[src/sv/weekly_scheduled_relay_macros.svh]
// Assertion macros shared by the weekly scheduled relay modules.
`ifndef WEEKLY_SCHEDULED_RELAY_MACROS_SVH
`define WEEKLY_SCHEDULED_RELAY_MACROS_SVH

// The consequent must hold in the same cycle as the antecedent.
`define WSR_ASSERT_NOW(label, ante, cons) \
    label: assert property (@(posedge clk) disable iff (!rst_n) (ante) |-> (cons)) \
        else $error("assertion failed");

// The consequent must hold in the cycle after the antecedent.
`define WSR_ASSERT_NEXT(label, ante, cons) \
    label: assert property (@(posedge clk) disable iff (!rst_n) (ante) |=> (cons)) \
        else $error("assertion failed");

`endif

[src/sv/wsr_pkg.sv]
// Types, constants and register indexes of the weekly scheduled relay.
package wsr_pkg;

    localparam int NUM_EVENTS  = 4;
    localparam int EVENT_REGS  = 4;
    localparam int SEC_W       = 17;
    localparam int END_W       = SEC_W + 1;
    localparam int EVENT_W     = 41;
    localparam int CNT_W       = 4;
    localparam int CFG_IDX_W   = 3;
    localparam int CFG_DATA_W  = EVENT_W;
    localparam int DAY_SECONDS = 86400;

    localparam logic [CFG_IDX_W-1:0] REG_EVENT_A     = 3'd0;
    localparam logic [CFG_IDX_W-1:0] REG_EVENT_COUNT = 3'd4;
    localparam logic [CFG_IDX_W-1:0] REG_FOLLOW      = 3'd5;
    localparam logic [CFG_IDX_W-1:0] REG_SUSPEND     = 3'd6;

    typedef enum logic [1:0] {
        CMD_TICK   = 2'd0,
        CMD_ON     = 2'd1,
        CMD_OFF    = 2'd2,
        CMD_TOGGLE = 2'd3
    } cmd_t;

    typedef enum logic [1:0] {
        OP_KEEP   = 2'd0,
        OP_SET    = 2'd1,
        OP_INVERT = 2'd2
    } op_t;

    typedef struct packed {
        logic             tick;
        logic [SEC_W-1:0] now;
        logic [2:0]       day;
        logic             dep;
        op_t              op;
        logic             val;
    } stage_t;

    typedef struct packed {
        logic enable;
        logic follow;
    } cell_ctl_t;

endpackage

[src/sv/wsr_in_if.sv]
// Input channel: one command word with time, weekday and dependent state.
interface wsr_in_if;
    logic        valid;
    logic        ready;
    logic [1:0]  command;
    logic [16:0] time_of_day;
    logic [2:0]  weekday;
    logic        dependent_on;

    modport source (output valid, command, time_of_day, weekday, dependent_on,
                    input ready);
    modport sink (input valid, command, time_of_day, weekday, dependent_on,
                  output ready);
endinterface

[src/sv/wsr_out_if.sv]
// Output channel: one relay level word per accepted input word.
interface wsr_out_if;
    logic valid;
    logic ready;
    logic relay_on;

    modport source (output valid, relay_on, input ready);
    modport sink (input valid, relay_on, output ready);
endinterface

[src/sv/wsr_cell.sv]
// One event cell: holds one event and rewrites the relay operation of the word passing by.
`include "weekly_scheduled_relay_macros.svh"

module wsr_cell (
    input  logic                          clk,
    input  logic                          rst_n,
    input  logic                          in_valid,
    output logic                          in_ready,
    input  wsr_pkg::stage_t               in_stage,
    output logic                          out_valid,
    input  logic                          out_ready,
    output wsr_pkg::stage_t               out_stage,
    input  logic                          ev_we,
    input  logic [wsr_pkg::EVENT_W-1:0]   ev_data,
    input  wsr_pkg::cell_ctl_t            ctl
);
    import wsr_pkg::*;

    logic [EVENT_W-1:0] event_reg;
    logic               valid_reg;
    logic               valid_next;
    stage_t             stage_reg;
    stage_t             stage_next;

    logic [SEC_W-1:0] start_sec;
    logic [SEC_W-1:0] dur_sec;
    logic [7:0]       day_mask;
    logic [END_W-1:0] end_sum;
    logic [END_W-1:0] end_sec;
    logic [END_W-1:0] now_ext;
    logic             wrapped;
    logic             in_window;
    logic             active;

    assign start_sec = event_reg[16:0];
    assign dur_sec   = event_reg[33:17];
    assign day_mask  = {1'b0, event_reg[40:34]};
    assign end_sum   = {1'b0, start_sec} + {1'b0, dur_sec};
    assign wrapped   = end_sum >= END_W'(DAY_SECONDS);
    assign end_sec   = wrapped ? end_sum - END_W'(DAY_SECONDS) : end_sum;
    assign now_ext   = {1'b0, in_stage.now};
    assign active    = in_stage.tick && ctl.enable && day_mask[in_stage.day];

    always_comb
    begin
        if (wrapped)
            in_window = (now_ext >= {1'b0, start_sec}) || (now_ext <= end_sec);
        else
            in_window = (now_ext >= {1'b0, start_sec}) && (now_ext <= end_sec);
    end

    always_comb
    begin
        stage_next = in_stage;
        if (active)
        begin
            if (ctl.follow)
            begin
                stage_next.op  = OP_SET;
                stage_next.val = in_window && in_stage.dep;
            end
            else if (now_ext == {1'b0, start_sec})
            begin
                stage_next.op  = OP_SET;
                stage_next.val = 1'b1;
            end
            else if (now_ext == end_sec)
            begin
                stage_next.op  = OP_SET;
                stage_next.val = 1'b0;
            end
        end
    end

    assign in_ready   = !valid_reg || out_ready;
    assign valid_next = in_ready ? in_valid : valid_reg;
    assign out_valid  = valid_reg;
    assign out_stage  = stage_reg;

    always_ff @(posedge clk or negedge rst_n)
    begin
        if (!rst_n)
        begin
            valid_reg <= 1'b0;
            event_reg <= '0;
        end
        else
        begin
            valid_reg <= valid_next;
            if (ev_we)
                event_reg <= ev_data;
        end
    end

    always_ff @(posedge clk)
    begin
        if (in_ready && in_valid)
            stage_reg <= stage_next;
    end

    `WSR_ASSERT_NEXT(a_non_tick_passes, in_valid && in_ready && !in_stage.tick,
        stage_reg.op == $past(in_stage.op) && stage_reg.val == $past(in_stage.val))
    `WSR_ASSERT_NEXT(a_stall_holds, valid_reg && !out_ready,
        valid_reg && $stable(stage_reg))
    `WSR_ASSERT_NOW(a_cell_ready_when_empty, !valid_reg, in_ready)

endmodule

[src/sv/weekly_scheduled_relay.sv]
// Top level of the weekly scheduled relay: configuration, event cell chain and relay state.
// Usage:
// The item channel takes one command word per cycle unless the chain is full: tick,
// switch on, switch off or toggle, with time of day, weekday and dependent device state.
// The result channel returns one relay level word for every accepted item, in order.
// The user must write events, event count, follow mode and suspend through the plain
// write port only while idle, which the block does not enforce; index seven is ignored.
// Each item walks a chain of one registered cell per event, and each cell
// rewrites the pending relay operation; the relay state is applied at the end.
// A result is registered in each cell in turn and then in the result register.
// The chain takes one item per cycle while a receiver stall does not hold it up.
// Every cell and the result register have their own handshake, so the input keeps
// accepting items while a finished result waits and the chain still has room.
// When the receiver stalls, results queue in the chain and the input stops only
// once every stage is full.
// Reset clears all registers but the cell stage data, leaves the relay off and the chain empty.
`include "weekly_scheduled_relay_macros.svh"

module weekly_scheduled_relay (
    input  logic                             clk,
    input  logic                             rst_n,
    wsr_in_if.sink                           item,
    wsr_out_if.source                        result,
    input  logic                             write_enable,
    input  logic [wsr_pkg::CFG_IDX_W-1:0]    reg_index,
    input  logic [wsr_pkg::CFG_DATA_W-1:0]   write_data
);
    import wsr_pkg::*;

    logic [2:0]       event_count_reg;
    logic             follow_reg;
    logic             suspend_reg;
    logic             relay_state_reg;
    logic             relay_state_next;
    logic             out_valid_reg;
    logic             out_valid_next;
    logic [CNT_W-1:0] count_ext;
    logic [CNT_W-1:0] count_sat;

    logic   node_valid [NUM_EVENTS+1];
    logic   node_ready [NUM_EVENTS+1];
    stage_t node_stage [NUM_EVENTS+1];
    stage_t entry_stage;
    stage_t last_stage;
    logic   last_valid;
    logic   last_ready;

    assign count_ext = {1'b0, event_count_reg};
    assign count_sat = (count_ext > CNT_W'(NUM_EVENTS)) ? CNT_W'(NUM_EVENTS) : count_ext;

    always_comb
    begin
        entry_stage.tick = 1'b0;
        entry_stage.now  = item.time_of_day;
        entry_stage.day  = item.weekday;
        entry_stage.dep  = item.dependent_on;
        entry_stage.op   = OP_KEEP;
        entry_stage.val  = 1'b0;
        unique case (cmd_t'(item.command))
            CMD_TICK:
            begin
                entry_stage.tick = !suspend_reg;
                if (!suspend_reg && follow_reg && count_sat == '0)
                begin
                    entry_stage.op  = OP_SET;
                    entry_stage.val = item.dependent_on;
                end
            end
            CMD_ON:
            begin
                entry_stage.op  = OP_SET;
                entry_stage.val = 1'b1;
            end
            CMD_OFF:
            begin
                entry_stage.op  = OP_SET;
                entry_stage.val = 1'b0;
            end
            CMD_TOGGLE:
            begin
                entry_stage.op = OP_INVERT;
            end
        endcase
    end

    assign node_valid[0] = item.valid;
    assign node_stage[0] = entry_stage;
    assign item.ready    = node_ready[0];

    for (genvar i = 0; i < NUM_EVENTS; i++)
    begin : g_cell
        logic      ev_we;
        cell_ctl_t ctl;

        if (i < EVENT_REGS)
        begin : g_we
            assign ev_we = write_enable && (reg_index == REG_EVENT_A + CFG_IDX_W'(i));
        end
        else
        begin : g_no_we
            assign ev_we = 1'b0;
        end

        assign ctl.enable = CNT_W'(i) < count_sat;
        assign ctl.follow = follow_reg;

        wsr_cell u_cell (
            .clk       (clk),
            .rst_n     (rst_n),
            .in_valid  (node_valid[i]),
            .in_ready  (node_ready[i]),
            .in_stage  (node_stage[i]),
            .out_valid (node_valid[i+1]),
            .out_ready (node_ready[i+1]),
            .out_stage (node_stage[i+1]),
            .ev_we     (ev_we),
            .ev_data   (write_data),
            .ctl       (ctl)
        );
    end

    assign last_valid             = node_valid[NUM_EVENTS];
    assign last_stage             = node_stage[NUM_EVENTS];
    assign last_ready             = !out_valid_reg || result.ready;
    assign node_ready[NUM_EVENTS] = last_ready;

    always_comb
    begin
        relay_state_next = relay_state_reg;
        if (last_valid && last_ready)
        begin
            unique case (last_stage.op)
                OP_SET:    relay_state_next = last_stage.val;
                OP_INVERT: relay_state_next = !relay_state_reg;
                default:   relay_state_next = relay_state_reg;
            endcase
        end
    end

    assign out_valid_next  = last_ready ? last_valid : out_valid_reg;
    assign result.valid    = out_valid_reg;
    assign result.relay_on = relay_state_reg;

    always_ff @(posedge clk or negedge rst_n)
    begin
        if (!rst_n)
        begin
            event_count_reg <= '0;
            follow_reg      <= 1'b0;
            suspend_reg     <= 1'b0;
            relay_state_reg <= 1'b0;
            out_valid_reg   <= 1'b0;
        end
        else
        begin
            relay_state_reg <= relay_state_next;
            out_valid_reg   <= out_valid_next;
            if (write_enable)
            begin
                unique case (reg_index)
                    REG_EVENT_COUNT: event_count_reg <= write_data[2:0];
                    REG_FOLLOW:      follow_reg      <= write_data[0];
                    REG_SUSPEND:     suspend_reg     <= write_data[0];
                    default: ;
                endcase
            end
        end
    end

    `WSR_ASSERT_NEXT(a_relay_held_on_stall, out_valid_reg && !result.ready,
        out_valid_reg && $stable(relay_state_reg))
    `WSR_ASSERT_NEXT(a_set_applied, last_valid && last_ready && last_stage.op == OP_SET,
        relay_state_reg == $past(last_stage.val))
    `WSR_ASSERT_NOW(a_ready_when_empty, !out_valid_reg, last_ready)

endmodule

[src/flat_wrapper.sv]
// flat-port wrapper written by rule: the top's interface ports become plain ports
module weekly_scheduled_relay_flat import wsr_pkg::*;
  (clk, rst_n, write_enable, reg_index, write_data, item_valid, item_command, item_time_of_day, item_weekday, item_dependent_on, item_ready, result_valid, result_relay_on, result_ready);
  wsr_in_if item_i ();
  wsr_out_if result_i ();
  input  logic clk;
  input  logic rst_n;
  input  logic write_enable;
  input  logic [wsr_pkg::CFG_IDX_W-1:0] reg_index;
  input  logic [wsr_pkg::CFG_DATA_W-1:0] write_data;
  input wire logic [$bits(item_i.valid)-1:0] item_valid;
  input wire logic [$bits(item_i.command)-1:0] item_command;
  input wire logic [$bits(item_i.time_of_day)-1:0] item_time_of_day;
  input wire logic [$bits(item_i.weekday)-1:0] item_weekday;
  input wire logic [$bits(item_i.dependent_on)-1:0] item_dependent_on;
  output wire logic [$bits(item_i.ready)-1:0] item_ready;
  output wire logic [$bits(result_i.valid)-1:0] result_valid;
  output wire logic [$bits(result_i.relay_on)-1:0] result_relay_on;
  input wire logic [$bits(result_i.ready)-1:0] result_ready;
  assign item_i.valid = item_valid;
  assign item_i.command = item_command;
  assign item_i.time_of_day = item_time_of_day;
  assign item_i.weekday = item_weekday;
  assign item_i.dependent_on = item_dependent_on;
  assign item_ready = item_i.ready;
  assign result_valid = result_i.valid;
  assign result_relay_on = result_i.relay_on;
  assign result_i.ready = result_ready;
  weekly_scheduled_relay u_core (.clk(clk), .rst_n(rst_n), .item(item_i), .result(result_i), .write_enable(write_enable), .reg_index(reg_index), .write_data(write_data));
endmodule
[config.mk]
export PLATFORM = sky130hd
export DESIGN_NAME = weekly_scheduled_relay_flat
export DESIGN_NICKNAME = d
export VERILOG_FILES = /design/src/sv/wsr_pkg.sv /design/src/sv/wsr_in_if.sv /design/src/sv/wsr_out_if.sv /design/src/sv/wsr_cell.sv /design/src/sv/weekly_scheduled_relay.sv /design/src/flat_wrapper.sv
export VERILOG_INCLUDE_DIRS = /design/src /design/src/sv
export SDC_FILE = /design/constraint.sdc
export NUM_CORES = 1
export LEC_CHECK = 0
export BUFFER_PORTS_ARGS = -buffer_cell sky130_fd_sc_hd__buf_2
export CORE_ASPECT_RATIO = 1.1
export CORE_UTILIZATION = 44
export CTS_CLUSTER_DIAMETER = 40
export DETAILED_ROUTE_END_ITERATION = 10
export GPL_ROUTABILITY_DRIVEN = 0
export PLACE_DENSITY = 0.64
export SLEW_MARGIN = 20
export SYNTH_ARGS = -nofsm -noshare
export SYNTH_HDL_FRONTEND = slang
export SYNTH_HIERARCHICAL = 1
export SYNTH_SLANG_ARGS = --single-unit
[constraint.sdc]
create_clock -name clk -period 12.5 [get_ports clk]
set_input_delay 2.5 -clock clk [delete_from_list [all_inputs] [get_ports clk]]
set_output_delay 2.5 -clock clk [all_outputs]
set_load 0.01 [all_outputs]
==> impl_results.md, run 1 <==
- Hold bufs inserted after CTS: 0
- Tot GR Track Use: 23.94%
- CP most frequent cell: nand2b_1
- Endpoints failing setup: 0
- Antenna violations before repair: 1
- CTS H-tree depth: 2
- First-pass GRT wire length: 78270 um
- Worst Setup Path Type: in2out
- Row count: 77
- Core area: between 0.04 and 0.05 mm^2
- Hold Path End: u_core/g_cell[1].u_cell/out_stage[24]
- Reg-to-reg slack, setup: 6610 ps
- Antenna viol nets, final: 0
- 1st-pass router iterations: 6
- Root Buffer: clkbuf_16
- Peak Freq: 164.2 MHz
- Total CTS buffers: 40
- Hold-critical path depth: 0
- Setup WS post-layout: between 6000 and 7000 ps
- CP Capture Type: output pin
- Critical Path Fanout Max: 3
- Syn_nets: 2062
- Worst reg2reg endpoint: u_core/g_cell[3].u_cell/out_stage[0]
- Via Count: 14280
- Fin crit period: 6090 ps
- Die Ht: 214.3 um
- Hold Fails Final Rpt: 0
- Cell family with most CP delay: simple AND/OR/NAND/NOR gates
- Initial Util: 44.78%
- Layout Nets: 2146
- Clk_skew: 14.46 ps
- CP Buf/Inv Count: 2
- Cell area after layout: 0.02035 mm^2
- Syn. warnings: 6
- Max cap viols: 0
- Num Clock Sinks: 253
- Register area: 0.006721 mm^2
- Longest Clk Path Bufs: 3
- CTS tree: yes
- Clock latency on the worst-skew pair: 540 ps
- Max-slew headroom: between 30% and 40%
- Setup TNS: 0 ps
- Wl on met1: 20850 um
- Ports: between 70 and 80
- Critical path cell sequence: buf_2 -> nand2b_1 -> nand2b_1 -> nand2b_1 -> nand2b_1 -> nand2b_1 -> buf_2
- R2r worst-path depth: 22
- Worst min-delay path class: reg2reg
- Max FFs per register: 164
- DP HPWL: 38620 um
- Slew @ Worst Pin: 1004 ps
- Number of global-route vias before repair: 14540
- RSZ-0062 raised after global routing: false
- Vias per cell: 5.941
- Worst-path clk slew: 60 ps
- Hold_sp: u_core/g_cell[0].u_cell/out_stage[24]
- CP startpoint kind: input pin
- Worst endpoint required time: 10000 ps
- Power Density: 244.9 mW/mm^2
- Top sig layer: met4
- Die X-Extent: 195.0 um
- Setup Buffers After CTS: 0
- Cts repair resizes: 0
- R2R Path Start: u_core/g_cell[3].u_cell/event_reg[4]
- Initial detailed-routing violation count: 887
- Port bufs: 74
- Fill cells: 3698
- Status: complete, no violations
- Slowest CP cell: nand2b_1
- Die footprint: 0.04180 mm^2
- Synthesized area per cell: 10.16 um^2
- Met2 routed WL: 24490 um
- Max rail drop VDD: 0.1746 mV
- Largest net degree at the start of global routing: 73
- Synth Cell Area: around 0.018 mm^2
- Post-Syn Instances: between 1500 and 2000
- Area after DPL: 0.01896 mm^2
- Pleak: 0.008770 uW
- Residual DRC: 0
- Final Max Slew Viols: 0
- Pre-CTS setup slack: between 6000 and 7000 ps
- Wire per inst: a little over 20 um
- Share of layout cells above drive strength 1: about 18%
- Area of the multi-input gates: 0.01075 mm^2
- Crit-path max cell delay: 180 ps
- Grt ovf: 0
- Worst EP arrival: about 3600 ps
- Part of the cycle the worst path needs: 48.72%
- Met3 wire len: 2187 um
- Final wirelength: 49520 um
- Synthesis-to-layout area growth: 12.86%
-- layout by cell type, fill, tap and decap left out, types with 73 or more instances in the layout --
master    count
dfrtp_1     175
inv_1       106
nand2_1     145
nor2_1       76
buf_2        73
mux2_2      103
ha_1        212
o21ai_0     134
edfxtp_1     78
a21oi_1      95
-- cell type report --
type	instances	share of cell area [%]
Multi-Input combinational cell	1373	52.82
Sequential cell	253	33.03
Clock buffer	47	5.195
Tap cell	513	3.154
Timing Repair Buffer	84	2.219
Inverter	106	1.955
Clock inverter	26	1.617
Antenna cell	1	0.01230
-- power by group --
group	internal (uW)	switching (uW)	total, uW
Combinational	1150	1580	2730
Clock	691	440	1130
Sequential	1020	103	1120
-- stage by stage --
step | total power, uW | instances | hold slack (ps) | utilization, %
after detailed placement | 3822 | 2329 | 437.2 | 47.09
final | 4984 | 2403 | 448.2 | 50.53
after CTS | 4988 | 2402 | 451.4 | 50.53
after floorplan | 3201 | 1774 | 426.4 | -
after global placement | 3739 | 2329 | 440.4 | 47.09
after global routing | 5379 | 2402 | 467.9 | 50.53
-- worst max-delay path by stage --
stage | start | endpoint | slack (ps) | cells after the start
3_5_place_dp | result_ready | item_ready | 6420 | 7
4_1_cts | result_ready | item_ready | 6400 | 7
3_3_place_gp | result_ready | item_ready | 6410 | 7
5_1_grt | u_core/g_cell[3].u_cell/event_reg[4] | u_core/g_cell[3].u_cell/out_stage[0] | 6080 | 22
2_1_floorplan | result_ready | item_ready | 6690 | 5
6_report | result_ready | item_ready | 6410 | 7
-- routing by layer --
layer | up-vias | GRT usage [%]
li1 | 6827 | -
met1 | 6953 | 29.53
met2 | 375 | 41.81
met3 | 122 | 3.114
met4 | 0 | 10.26
met5 | - | 0
No activity file was read; power rests on OpenSTA's default activity.
==> inputs of run 2 (changes only) <==
--- a/config.mk
+++ b/config.mk
@@ -12,7 +12,7 @@
 export CTS_CLUSTER_DIAMETER = 40
 export DETAILED_ROUTE_END_ITERATION = 10
 export GPL_ROUTABILITY_DRIVEN = 0
-export PLACE_DENSITY = 0.64
+export PLACE_DENSITY = 0.66
 export SLEW_MARGIN = 20
 export SYNTH_ARGS = -nofsm -noshare
 export SYNTH_HDL_FRONTEND = slang
==> constraint.sdc (replaced) <==
create_clock -name clk -period 5.01 [get_ports clk]
set_input_delay 1.002 -clock clk [delete_from_list [all_inputs] [get_ports clk]]
set_output_delay 1.002 -clock clk [all_outputs]
set_load 0.01 [all_outputs]
==> impl_results.md, run 2 (synthesized netlist as in run 1, its figures left out) <==
- Status: finished, violations left (was complete, no violations)
- Failing checks: negative setup slack
- Ports: 75 (unchanged)
- RSZ-0062 raised after global routing: true (was false)
- Grt ovf: 0 (unchanged)
- Max rail drop VDD: 0.4998 mV (was 0.1746 mV)
- Hold WS: 460.4 ps (was 448.2 ps)
- Wire per inst: 20.98 um (was 20.61 um)
- Worst-path clk slew: 60 ps (about the same)
- Initial detailed-routing violation count: 815 (was 887)
- Max-slew headroom: 33.22% (was 33.09%)
- Initial Util: 44.78% (unchanged)
- Final Max Slew Viols: 0 (unchanged)
- Via Count: 15140 (was 14280)
- 1st-pass router iterations: 5 (was 6)
- Die X-Extent: 195.0 um (unchanged)
- First-pass GRT wire length: 82200 um (was 78270 um)
- Root Buffer: clkbuf_16 (unchanged)
- Hold bufs inserted after CTS: 0 (unchanged)
- DP HPWL: 40340 um (was 38620 um)
- Worst Setup Path Type: reg2reg (was in2out)
- Row count: 77 (unchanged)
- Die Ht: 214.3 um (unchanged)
- Num Clock Sinks: 253 (unchanged)
- Tot GR Track Use: 25.10% (was 23.94%)
- CTS tree: yes (unchanged)
- Worst EP arrival: 5340 ps (was 3590 ps)
- Number of global-route vias before repair: 15410 (was 14540)
- Most frequent cells in the layout: 197 x ha_1, 175 x dfrtp_1, 143 x nand2_1 (was 212 x ha_1, 175 x dfrtp_1, 145 x nand2_1)
- Antenna diodes: 0 (was 1)
- Part of the cycle the worst path needs: 100.8%
- Clk_skew: 17.03 ps (was 14.46 ps)
- CP startpoint kind: flip-flop (was input pin)
- Die footprint: 0.04180 mm^2 (unchanged)
- Max cap viols: 0 (unchanged)
- Residual DRC: 0 (unchanged)
- Largest net degree at the start of global routing: 102 (was 73)
- Setup WS post-layout: -39.98 ps (was 6410 ps)
- Critical Path Fanout Max: 4 (was 3)
- Hold Fails Final Rpt: 0 (unchanged)
- Total CTS buffers: 41 (was 40)
- Worst endpoint required time: 5300 ps (was 10000 ps)
- Core area: 0.04027 mm^2 (unchanged)
- Commonest non-fill, non-tap cell in the layout: ha_1 (unchanged)
- Share of layout cells above drive strength 1: 26.72% (was 17.84%)
- Clock latency on the worst-skew pair: 550 ps (was 540 ps)
- CTS H-tree depth: 2 (unchanged)
- Longest Clk Path Bufs: 3 (unchanged)
- Antenna viol nets, final: 0 (unchanged)
- Port bufs: 74 (unchanged)
- Fin crit period: between 5000 and 6000 ps
- Power Density: 648.1 mW/mm^2 (was 244.9 mW/mm^2)
- Final Util: 54.10% (was 50.53%)
- Vias per cell: 6.001 (was 5.941)
- Setup TNS: -39.98 ps (was 0 ps)
- Pleak: 0.009429 uW (was 0.008770 uW)
- Synthesis-to-layout area growth: 20.82% (was 12.86%)
- Peak Freq: 198.0 MHz
- Slew @ Worst Pin: 1002 ps (was 1004 ps)
- Endpoints failing setup: 1 (was 0)
- Max FFs per register: 164 (unchanged)
- Worst min-delay path class: reg2reg (unchanged)
- CP Capture Type: flip-flop (was output pin)
- Final wirelength: 52930 um (was 49520 um)
- Antenna violations before repair: 2 (was 1)
- Layout Nets: 2265 (was 2146)
## run 2: cell types whose count changed in the layout (fill, tap and decap cells not counted), sizes merged
cell    delta
buf      +118
clkinv     -1
diode      -1
inv        +4
## run 2: report_power, final
| group | leakage, uW | switching, uW | internal, uW | total, uW |
|---|---|---|---|---|
| Combinational | 0.00587 | 4520 | 3870 | 8390 |
| Sequential | 0.00286 | 280 | 2540 | 2830 |
| Clock | 0.000695 | 1130 | 1770 | 2900 |
| Total | 0.00943 | 5930 | 8190 | 14100 |
## run 2: layout make-up
cell class / instances / area (um^2)
clock buffer: 47 / 1090
clock inverter: 29 / 331.6
fill: 3532 / 18480
inverter: 106 / 397.9
multi-input combinational: 1373 / 11240
sequential: 253 / 6721
tap: 513 / 641.9
timing repair buffer: 202 / 1365
## run 2: final timing paths
kind                                                       start                               endpoint  slack (ps)  cells past startpoint
max in group asynchronous                                  rst_n  u_core/g_cell[3].u_cell/event_reg[30]        3420                      2
min                        u_core/g_cell[0].u_cell/out_stage[24]  u_core/g_cell[1].u_cell/out_stage[24]         460                      0
max                        u_core/g_cell[1].u_cell/event_reg[17]   u_core/g_cell[1].u_cell/out_stage[0]         -40                     24
min reg2reg                u_core/g_cell[0].u_cell/out_stage[24]  u_core/g_cell[1].u_cell/out_stage[24]         460                      0
min in group asynchronous                                  rst_n                    u_core/result.valid         570                      1
max reg2reg                u_core/g_cell[1].u_cell/event_reg[17]   u_core/g_cell[1].u_cell/out_stage[0]         -40                     24
## run 2: critical path: stages, from the launching register on
cell and delay, ps:
dfrtp_1 380, ha_2 210, inv_2 40, fa_2 370, nand2b_4 170, a21oi_4 200, o211ai_1 230, and3_4 270
a211oi_4 340, o221ai_4 160, a21oi_4 260, buf_6 140, a21oi_2 30, xnor2_1 150, ha_1 300, nand4_1 190
buf_4 210, nor2_2 100, o21ai_1 70, a31oi_1 210, o211a_1 200, nor2_1 50, a211oi_2 190, a311oi_1 70
a211o_1 240
## run 2: through the flow
| stage | cell area, um^2 | setup slack, ps | std cells | power (uW) |
|---|---|---|---|---|
| finish | 21790 | -39.98 | 2523 | 14120 |
| global route | 21790 | -235.1 | 2523 | 15090 |
| CTS | 21230 | -2.793 | 2500 | 13440 |
| detailed placement | 19620 | -288.4 | 2415 | 10220 |
| global placement | 19620 | -148.1 | 2415 | 9953 |
| floorplan | 18030 | 93.50 | 1774 | 7985 |
## run 2: repair_timing
item	CTS	global route
endpoints found under the setup margin	9	12
cloned	0	0
pin swaps	16	70
buffers inserted	9	24
resized for setup	27	87
## run 2: routing by layer
layer,global-route usage (%),vias up,share of wire [%]
met5,0,-,0
met4,12.49,0,5.0
met3,3.334,161,4.8
met2,43.36,463,49
met1,30.67,7456,42
li1,-,7061,-
==> inputs of run 3 (changes only) <==
--- a/config.mk
+++ b/config.mk
@@ -6,12 +6,14 @@
 export SDC_FILE = /design/constraint.sdc
 export NUM_CORES = 1
 export LEC_CHECK = 0
+export ABC_AREA = 0
 export BUFFER_PORTS_ARGS = -buffer_cell sky130_fd_sc_hd__buf_2
 export CORE_ASPECT_RATIO = 1.1
 export CORE_UTILIZATION = 44
 export CTS_CLUSTER_DIAMETER = 40
 export DETAILED_ROUTE_END_ITERATION = 10
 export GPL_ROUTABILITY_DRIVEN = 0
+export MAX_ROUTING_LAYER = met4
 export PLACE_DENSITY = 0.66
 export SLEW_MARGIN = 20
 export SYNTH_ARGS = -nofsm -noshare
==> impl_results.md, run 3 (synthesized netlist as in run 1, its figures left out) <==
- Max cap viols: 0 (unchanged)
- Worst-path clk slew: 60 ps (about the same)
- Power Total: 14100 uW (was 14120 uW)
- Clock latency on the worst-skew pair: 550 ps (about the same)
- CTS H-tree depth: 2 (unchanged)
- Die Ht: 214.3 um (unchanged)
- Ports: 75 (unchanged)
- CTS tree: yes (unchanged)
- Die footprint: 0.04180 mm^2 (unchanged)
- Seq pwr share: 20.0% (about the same)
- Failing checks: negative setup slack (unchanged)
- Die X-Extent: 195.0 um (unchanged)
- Row count: 77 (unchanged)
- Part of the cycle the worst path needs: 101.4% (was 100.8%)
- Slew @ Worst Pin: 994.2 ps (was 1002 ps)
- Worst endpoint required time: 5420 ps (was 5300 ps)
- Reg-to-reg slack, setup: -70 ps (was -40 ps)
- Max rail drop VDD: 0.5044 mV (was 0.4998 mV)
- Root Buffer: clkbuf_16 (unchanged)
- Fin crit period: 5079 ps (was 5050 ps)
- Hold Fails Final Rpt: 0 (unchanged)
- Initial Util: 44.78% (unchanged)
- Number of global-route vias before repair: 15400 (was 15410)
- First-pass GRT wire length: 82210 um (was 82200 um)
- Peak Freq: 196.9 MHz (was 198.0 MHz)
- Hold-critical path depth: 0 (unchanged)
- Port bufs: 74 (unchanged)
- Wire per inst: 20.98 um (about the same)
- Largest net degree at the start of global routing: 102 (unchanged)
- Final Util: 53.98% (was 54.10%)
- Antenna viol nets, final: 0 (unchanged)
- Critical path cell sequence: ha_2 -> inv_2 -> fa_2 -> nand2b_4 -> a21oi_4 -> o211ai_1 -> and3_4 -> a2111oi_2 -> a311o_2 -> a21oi_4 -> nor4_4 -> xnor2_1 -> ha_1 -> buf_4 -> a211oi_1 -> nor2_1 -> nor3_1 -> o211ai_1 -> o211a_1 -> and2_1 -> a311oi_1 -> a211o_1 (was ha_2 -> inv_2 -> fa_2 -> nand2b_4 -> a21oi_4 -> o211ai_1 -> and3_4 -> a211oi_4 -> o221ai_4 -> a21oi_4 -> buf_6 -> a21oi_2 -> xnor2_1 -> ha_1 -> nand4_1 -> buf_4 -> nor2_2 -> o21ai_1 -> a31oi_1 -> o211a_1 -> nor2_1 -> a211oi_2 -> a311oi_1 -> a211o_1)
- Endpoints failing setup: 1 (unchanged)
- Grt ovf: 0 (unchanged)
- Power Density: 648.5 mW/mm^2 (was 648.1 mW/mm^2)
- Pleak: 0.009412 uW (was 0.009429 uW)
- Via Count: 15130 (was 15140)
- Worst min-delay path class: reg2reg (unchanged)
- Residual DRC: 0 (unchanged)
- Worst EP arrival: 5490 ps (was 5340 ps)
- Max FFs per register: 164 (unchanged)
- Layout Nets: 2261 (was 2265)
- Comb pwr share: 59.4% (about the same)
- Hold bufs inserted after CTS: 0 (unchanged)
- Pint: 8164 uW (was 8186 uW)
- Crit-path max cell delay: 370 ps (was 380 ps)
- RSZ-0062 raised after global routing: true (unchanged)
- Most frequent cells in the layout: 200 x ha_1, 175 x dfrtp_1, 143 x nand2_1 (was 197 x ha_1, 175 x dfrtp_1, 143 x nand2_1)
- Longest Clk Path Bufs: 3 (unchanged)
- Switching part of the total power: 42.09% (was 42.02%)
- Commonest non-fill, non-tap cell in the layout: ha_1 (unchanged)
- Net Sw Power: 5933 uW (about the same)
- Slowest CP cell: dfrtp_1 (unchanged)
- Final Max Slew Viols: 0 (unchanged)
- Antenna violations before repair: 2 (unchanged)
- CP startpoint kind: flip-flop (unchanged)
- Vias per cell: 6.002 (was 6.001)
- DP HPWL: 40340 um (unchanged)
- Worst Setup Path Type: reg2reg (unchanged)
- 1st-pass router iterations: 6 (was 5)
- Critical Path Fanout Max: 4 (unchanged)
- Setup WS post-layout: -68.93 ps (was -39.98 ps)
- Max-slew headroom: 33.72% (was 33.22%)
- R2r worst-path depth: 22 (was 24)
- Synthesis-to-layout area growth: 20.55% (was 20.82%)
- Status: finished, violations left (unchanged)
- CP Capture Type: flip-flop (unchanged)
- Tot GR Track Use: 25.87% (was 25.10%)
- Core area: 0.04027 mm^2 (unchanged)
- Clk_skew: 16.12 ps (was 17.03 ps)
- Total CTS buffers: 41 (unchanged)
- Num Clock Sinks: 253 (unchanged)
- Initial detailed-routing violation count: 846 (was 815)
- Share of layout cells above drive strength 1: 26.42% (was 26.72%)
- Clk pwr share: 20.6% (about the same)
- Final wirelength: 52860 um (was 52930 um)
run 3: cell types whose count changed in the layout (fill, tap and decap cells not counted):
cell	delta
diode_2	+1
ha_2	-2
ha_1	+3
ha_4	-1
buf_4	-3
buf_6	-1
run 3: worst max-delay path: cells and delay by family (launching register included):
family          cells  cell delay [ps]
xor+xnor            1              130
compound gates     10             2140
simple gates        6             1180
flops               1              370
fa+ha+maj           3              930
buf+inv             2              180
run 3: per-stage QoR:
stage	hold slack (ps)	TNS, ps	cells	cell area, um^2	setup slack (ps)
floorplan	426.4	0	1774	18030	93.50
global placement	446.3	-241.9	2415	19620	-148.1
detailed placement	440.2	-1009	2415	19620	-288.4
CTS	460.4	-2.793	2500	21230	-2.793
global route	470.6	-1107	2519	21740	-233.9
finish	461.0	-68.93	2520	21740	-68.93
run 3: final timing paths:
| path | from | end |
|---|---|---|
| min reg2reg | u_core/g_cell[0].u_cell/out_stage[24] | u_core/g_cell[1].u_cell/out_stage[24] |
| min | u_core/g_cell[0].u_cell/out_stage[24] | u_core/g_cell[1].u_cell/out_stage[24] |
| min in group asynchronous | rst_n | u_core/result.valid |
| max reg2reg | u_core/g_cell[1].u_cell/event_reg[17] | u_core/g_cell[1].u_cell/out_stage[0] |
| max in group asynchronous | rst_n | u_core/g_cell[2].u_cell/event_reg[33] |
| max | u_core/g_cell[1].u_cell/event_reg[17] | u_core/g_cell[1].u_cell/out_stage[0] |
run 3: per-layer routing:
metal | GRT usage (%) | share of wire (%)
met1 | 30.81 | 41
met2 | 43.42 | 49
met3 | 3.146 | 5.0
met4 | 12.36 | 4.9
met5 | - | 0
run 3: layout make-up:
cell class / count / area (um^2)
fillers: 3539 / 18530
multi-input cells: 1373 / 11220
flip-flops and latches: 253 / 6721
repair buffers: 198 / 1331
clock buffers: 47 / 1090
well taps: 513 / 641.9
inverters: 106 / 397.9
clock inverters: 29 / 331.6
diodes: 1 / 2.502
run 3: what timing repair did:
| action | in CTS | in global routing |
|---|---|---|
| endpoints found under the setup margin | 9 | 12 |
| setup buffers | 9 | 20 |
| hold endpoints to repair | 0 | 0 |
| gates resized for setup | 27 | 83 |
| pin swaps | 16 | 66 |
run 3: power groups by stage:
stage	clock network, uW	registers (uW)	logic (uW)
final	2900	2820	8370
after detailed placement	0	2850	7380
after CTS	2960	2820	7670
after global placement	0	2830	7120
after global routing	3040	2870	9150
after floorplan	0	2740	5240
